$ cat config.mk
export PLATFORM = sky130hd
export DESIGN_NAME = tis_ram
export DESIGN_NICKNAME = d
export VERILOG_FILES = /design/src/hdl/tis_ram.sv
export SDC_FILE = /design/constraint.sdc
export NUM_CORES = 1
export LEC_CHECK = 0
export ABC_AREA = 1
export BUFFER_PORTS_ARGS = -buffer_cell sky130_fd_sc_hd__buf_2
export CAP_MARGIN = 20
export CORE_UTILIZATION = 35
export DETAILED_ROUTE_END_ITERATION = 7
export GPL_ROUTABILITY_DRIVEN = 0
export PLACE_DENSITY = 0.53
export RECOVER_POWER = 25
export SLEW_MARGIN = 20
export SYNTH_ARGS = -nofsm -noshare
export SYNTH_HDL_FRONTEND = slang
export SYNTH_SLANG_ARGS = --single-unit
$ cat constraint.sdc
create_clock -name clk -period 1.55 [get_ports clk]
set_input_delay 0.3875 -clock clk [delete_from_list [all_inputs] [get_ports clk]]
set_output_delay 0.3875 -clock clk [all_outputs]
set_load 0.02 [all_outputs]
$ cat src/hdl/tis_ram.sv
// generic simple dual port ram with registered read
module tis_ram #(
	parameter int WIDTH = 8,
	parameter int DEPTH = 16
) (
	input  logic                     clk,
	input  logic                     we,
	input  logic [$clog2(DEPTH)-1:0] waddr,
	input  logic [WIDTH-1:0]         wdata,
	input  logic                     re,
	input  logic [$clog2(DEPTH)-1:0] raddr,
	output logic [WIDTH-1:0]         rdata
);
	logic [WIDTH-1:0] mem [DEPTH];

	always_ff @(posedge clk) begin
		if (we) begin
			mem[waddr] <= wdata;
		end
		if (re) begin
			rdata <= mem[raddr];
		end
	end
endmodule

# ---- Word-level counts from Yosys, hierarchy flattened
# Memories as Yosys holds them, arrays and structs flattened. A register that Yosys moved wholly into a read port is not among the register bits.
# Index checks and enable logic that the tools add are counted.
dict set report classes {
  mux 2
}
# operator count
set op_table {}
lappend op_table {{1-bit 2-to-1 mux} 2}
dict set report totals {
  in_bits 19
  reg_bits 0
  ram_bits 128
  word_cells 3
  n_memories 1
  output_inout_bits 8
}
# name depth width read_ports rd_clocked_by_memory_dff write_ports line_no
set memory_table {}
lappend memory_table {mem 16 8 1 1 1 14} ;# logic [WIDTH-1:0] mem [DEPTH];

# ---- Longest topological paths before layout
# Gate-level depths: netlist of run 1.
dict set report depth {
  word_depth 2
  depth_mapped 8
  mapped_depth_nobuf 7
}

# ---- Worst setup path after synthesis of run 1
# OpenSTA, ideal clock, no wires.
dict set report synth_path {
  path_type {input -> register}
  start {in waddr[2]}
  end {mem mem[10][0], enable pin}
  required_time_ns 1.180
  setup_ns 0.370
  arrival_time_ns 0.968
  path_buffers 0
  path_stages 2
  setup_slack_ns 0.212
  path_cell_list {nand3b_1 -> nor2_1}
}
# item line_no
set synth_lines {}
lappend synth_lines {{start: declaration} 8} ;# input logic [$clog2(DEPTH)-1:0] waddr,
lappend synth_lines {{end: declaration} 14}
# No word-level cell before the write port.

# ---- Worst setup path in the final report of run 1
dict set report layout_path {
  start {reg rdata[7] (read register of mem)}
  end {out rdata[7]}
}
# item line_no
set layout_lines {}
lappend layout_lines {{start: declaration} 12} ;# output logic [WIDTH-1:0] rdata
# No word-level cell between the ends.

==> results of run 1 <==
==> placed cells by master (no fill, tap or decap), drive strengths merged <==
cell type	n
buf	51
bufinv	8
clkbuf	23
clkinv	4
clkinvlp	3
edfxtp	136
inv	102
nand2	173
nand3	97
nand3b	2
nor2	17
==> final timing paths <==
path	slack, ps	end	cells past startpoint
worst max-delay path	110	rdata[7]	1
worst min register to register	730	rdata[0]$_DFFE_PP_	6
worst max register to register	390	rdata[3]$_DFFE_PP_	6
worst min-delay path	420	mem[6][3]$_DFFE_PP_	1
==> final cells by class <==
class / instances / area share, %
Multi-Input combinational cell: 289 / 17.2
Sequential cell: 136 / 57.9
Timing Repair Buffer: 57 / 5.57
Clock buffer: 17 / 6.04
Inverter: 102 / 5.43
Tap cell: 216 / 3.83
Clock inverter: 15 / 3.96
==> metrics by stage <==
step | hold WS (ps) | utilization [%]
after floorplan | 486 | -
after global placement | 732 | 39.4
after detailed placement | 720 | 39.4
after CTS | 317 | 43.8
after global routing | 424 | 43.7
final | 416 | 43.7
==> power groups by stage <==
stage / logic [mW] / clock network, mW / registers [mW]
4_1_cts: 0.554 / 4.86 / 4.17
3_5_place_dp: 0.552 / 0 / 4.25
6_report: 0.542 / 4.80 / 4.17
5_1_grt: 0.605 / 5.01 / 4.18
3_3_place_gp: 0.547 / 0 / 4.25
2_1_floorplan: 0.290 / 0 / 4.26
==> sequential cells by signal, summed over array words and instances, names as in the netlist <==
name and cells:
rdata 8, mem 128
==> cells by family (layout without fill, tap and decap cells) <==
group / Yosys count / in the layout / synth area share (%)
flops: 136 / 136 / 69.8
buf+inv: 126 / 191 / 9.39
simple gates: 289 / 289 / 20.8
==> layer usage <==
metal	up-vias	track usage, %	part of all wire, %
li1	1882	-	-
met1	1798	22.0	45
met2	90	27.5	48
met3	14	3.97	4.8
met4	0	8.20	1.4
met5	-	0	0
==> results.md, run 1 <==
- Pin count of the biggest net entering global routing: 35
- Leak Pwr: 3.02 nW
- Initial antenna violation count: 0
- Mean post-synth cell area: 10.6 um^2
- Status: finished, final reports clean
- Storage element area: 4080 um^2
- Largest cells by area after synthesis: edfxtp_1, nand2_1, nand3_1, inv_1, buf_6
- CTS Hold Bufs: 0
- Arr. time, crit path: 1050 ps
- Die H: 131 um
- Crit Path Category: register to primary output
- Number of synthesized flops with an enable pin: 136
- Share of total power in the clock network: 50.4%
- Post-synth top cells: nand2_1, edfxtp_1, inv_1, nand3_1, nor2_1
- WL/cell: 16.5 um
- Most numerous cell in the Yosys netlist: nand2_1
- Cell family with most CP delay: flip-flops
- Die area: 17,200 um^2
- Final #Nets: 622
- TritonCTS sink count: 136
- Post-detail-place hpwl: 8870 um
- Power density cells: 1350 nW/um^2
- Least-Margin Pin Slew: 875 ps
- CTS Buf Count: 17
- Post-CTS sizing: 0
- Max IR drop VDD: 0.862 mV
- Switching power: 1.89 mW
- Fraction of registers with async set/reset: 0%
- Max Slew Vio Count: 0
- Min-delay src: wdata[3]
- Crit path time final: 1440 ps
- Gr ovfl total: 0
- Drc violations: 0
- Drt total wl: 13,800 um
- Post-Synthesis Net Count: 570
- Syn. warnings: 0
- # diodes: 0
- Post-route clock skew: 5.88 ps
- Clock slew at reported path FFs: 60 ps
- Via count of the first global-routing pass: 3,854
- Worst Path Buf+Inv: 1
- Slowest CP cell: edfxtp_1
- Comb power frac: 5.7%
- DR vias: 3,784
- CTS tree: yes
- Final period util: 92.6%
- Final Hold Fails: 0
- First-pass GRT wire length: 21,600 um
- First-pass DRT Iterations: 4
- Placed cell count: 800
- Post-CTS Setup Inserts: 0
- Final WS setup: 114 ps
- Clock Tree Root: clkbuf_16
- Synth top area share: 69.8%
- Clk buf depth: 2
- Clk_lat worst skew: 420 ps
- DIE WIDTH: 131 um
- Syn Inst Count: 551
- Synth Register Bits: 136
- Critical Path Start: rdata[7]$_DFFE_PP_
- Sequential share of the synthesized area: 69.8%
- Hold crit path type: input port to register
- Area of the multi-input gates: 1210 um^2
- Design Area, Final: 7050 um^2
- Mapped Area: 5850 um^2
- Share of cells above drive strength 1: 13.3%
- Io pins: 27
- Iteration-0 DRC Markers: 514
- Critical-path cell list: buf_2
- CP startpoint kind: register
- Synthesis-to-layout area growth: 20.5%
- Vias per cell: 4.55
- Area leader, netlist: edfxtp_1
- Finish-stage setup viols: 0
- Fmax: 696 MHz
- Cell Area, Placed: 6350 um^2
- FP Rows: 46
- Design internal power: 7.63 mW
- Core area: 16,100 um^2
- Pre-CTS setup slack: -135 ps
- Worst Setup End Kind: primary output
- CP max stage delay: 440 ps
- Final setup TNS: 0 ps
- Max cap viols: 0
- Fillers: 1,552
- Start of the worst register-to-register path: mem[7][3]$_DFFE_PP_
- CP required: 1160 ps
- Top FF cell, synth: edfxtp_1
- Cell variety after synth: 11
- RSZ-0062 raised after global routing: false
- Initial Utilization: 36.3%
- Sw Share: 19.8%
- Antenna-violating nets left: 0
- Part of the power in registers: 43.9%
- Total track usage: 17.2%
- Crit-path max FO: 1
- CTS H-tree lvls: 4
- Slew HR: 41.6%
- Power Total: 9.51 mW
- PortBufs: 26
- Final non-filler cell total: 832
No activity file was read; power rests on OpenSTA's default activity.
==> inputs of run 2 (changes only) <==
SKIP_CTS_REPAIR_TIMING = 1   (was unset)
clock period = 1.67 ns   (was 1.55 ns; I/O delays follow)
==> run 2 against run 1 <==
Net effect: design area decreased by 1.4%; die area stayed put; utilization shrank 0.60 points; count of clock-buffer cells in the layout increased by 3; flip-flop and latch count did not move; highest routed layer unchanged; critical endpoint unchanged; via count increased by 1.8%; largest cell class unchanged; non-clock buffer count is 3 lower; routed wire length up 1.2%; worst setup slack gained 86 ps; critical path depth stayed put.
==> results.md, run 2 (synthesized netlist as in run 1, its figures left out) <==
- Io pins: 27
- Largest registers: mem (128), rdata (8)
- Final #Nets: 619
- Worst Path Buf+Inv: 1
- Pin count of the biggest net entering global routing: 36
- CTS H-tree lvls: 4
- CTS Buf Count: 17
- CP required: 1250 ps
- Total track usage: 17.3%
- Clk_lat worst skew: 420 ps
- Max IR drop VDD: 0.742 mV
- Initial Utilization: 36.3%
- Die area: 17,200 um^2
- Crit path time final: 1470 ps
- Power density cells: 1180 nW/um^2
- Via count of the first global-routing pass: 3,742
- CP max stage delay: 440 ps
- RSZ-0062 raised after global routing: false
- DIE WIDTH: 131 um
- Final core occ: 43.1%
- Worst Setup End Kind: primary output
- Cell family with most CP delay: flip-flops
- Post-route clock skew: 12.2 ps
- Core area: 16,100 um^2
- Max reg flops: 128
- Final period util: 88.0%
- Arr. time, crit path: 1050 ps
- Crit-path max FO: 1
- Clock Tree Root: clkbuf_16
- Most frequent cells in the layout: nand2_1, edfxtp_1, inv_1
- Critical-path cell list: buf_2
- Design Area, Final: 6950 um^2
- Max cap viols: 0
- Clock slew at reported path FFs: 50 ps
- Finish-stage setup viols: 0
- Cell Area, Placed: 6370 um^2
- PortBufs: 26
- TritonCTS sink count: 136
- Clk buf depth: 2
- Initial antenna violation count: 0
- Gr ovfl total: 0
- First-pass GRT wire length: 21,600 um
- Share of cells above drive strength 1: 12.1%
- FP Rows: 46
- Max Slew Vio Count: 0
- Crit Path Category: register to primary output
- Slew HR: 41.0%
- Vias per cell: 4.65
- Antenna-violating nets left: 0
- Synthesis-to-layout area growth: 18.9%
- Post-detail-place hpwl: 8970 um
- Fmax: 680 MHz
- CP startpoint kind: register
- Leak Pwr: 2.97 nW
- Final Hold Fails: 0
- DR vias: 3,852
- Drc violations: 0
- Status: finished, final reports clean
- WL/cell: 16.8 um
- Reg with most FFs: mem
- Drt total wl: 13,900 um
- Slowest CP cell: edfxtp_1
- Final setup TNS: 0 ps
- Iteration-0 DRC Markers: 382
- # diodes: 0
- Least-Margin Pin Slew: 885 ps
- Die H: 131 um
- CTS tree: yes
- Hold crit path type: input port to register
- First-pass DRT Iterations: 5
- Power Total: 8.17 mW
- Most common cell after layout, fill and taps aside: nand2_1
[run 2: final cells by class]
class / count / area, um^2
Inverter: 102 / 383
Clock inverter: 12 / 156
Multi-Input combinational cell: 289 / 1210
Fill cell: 1556 / 9160
Timing Repair Buffer: 54 / 408
Clock buffer: 20 / 437
Sequential cell: 136 / 4080
Tap cell: 216 / 270
[run 2: worst paths after layout]
path	startpoint	end	slack [ps]	cells after the start
min reg2reg	mem[10][6]$_DFFE_PP_	rdata[6]$_DFFE_PP_	740	6
max	rdata[7]$_DFFE_PP_	rdata[7]	200	1
max reg2reg	mem[8][2]$_DFFE_PP_	rdata[2]$_DFFE_PP_	500	6
min	wdata[0]	mem[1][0]$_DFFE_PP_	450	1
[run 2: stage by stage]
stage / hold WS, ps / setup slack [ps] / cells
global route: 452 / 178 / 829
finish: 450 / 200 / 829
CTS: 360 / 197 / 829
detailed placement: 717 / -53.1 / 797
global placement: 715 / -27.7 / 797
floorplan: 516 / 302 / 551
[run 2: power by group]
part	switching, mW	internal [mW]	leakage, nW
Clock	1.32	2.46	0.285
Combinational	0.357	0.157	1.45
Sequential	0.0252	3.85	1.24
Total	1.70	6.47	2.97
[run 2: per-layer routing]
layer / GRT usage, % / routed length [um] / vias to the layer above
met2: 26.8 / 6500 / 88
met3: 4.01 / 531 / 18
met4: 7.11 / 268 / 0
met5: 0 / 0 / -
met1: 23.3 / 6630 / 1866
li1: - / - / 1880
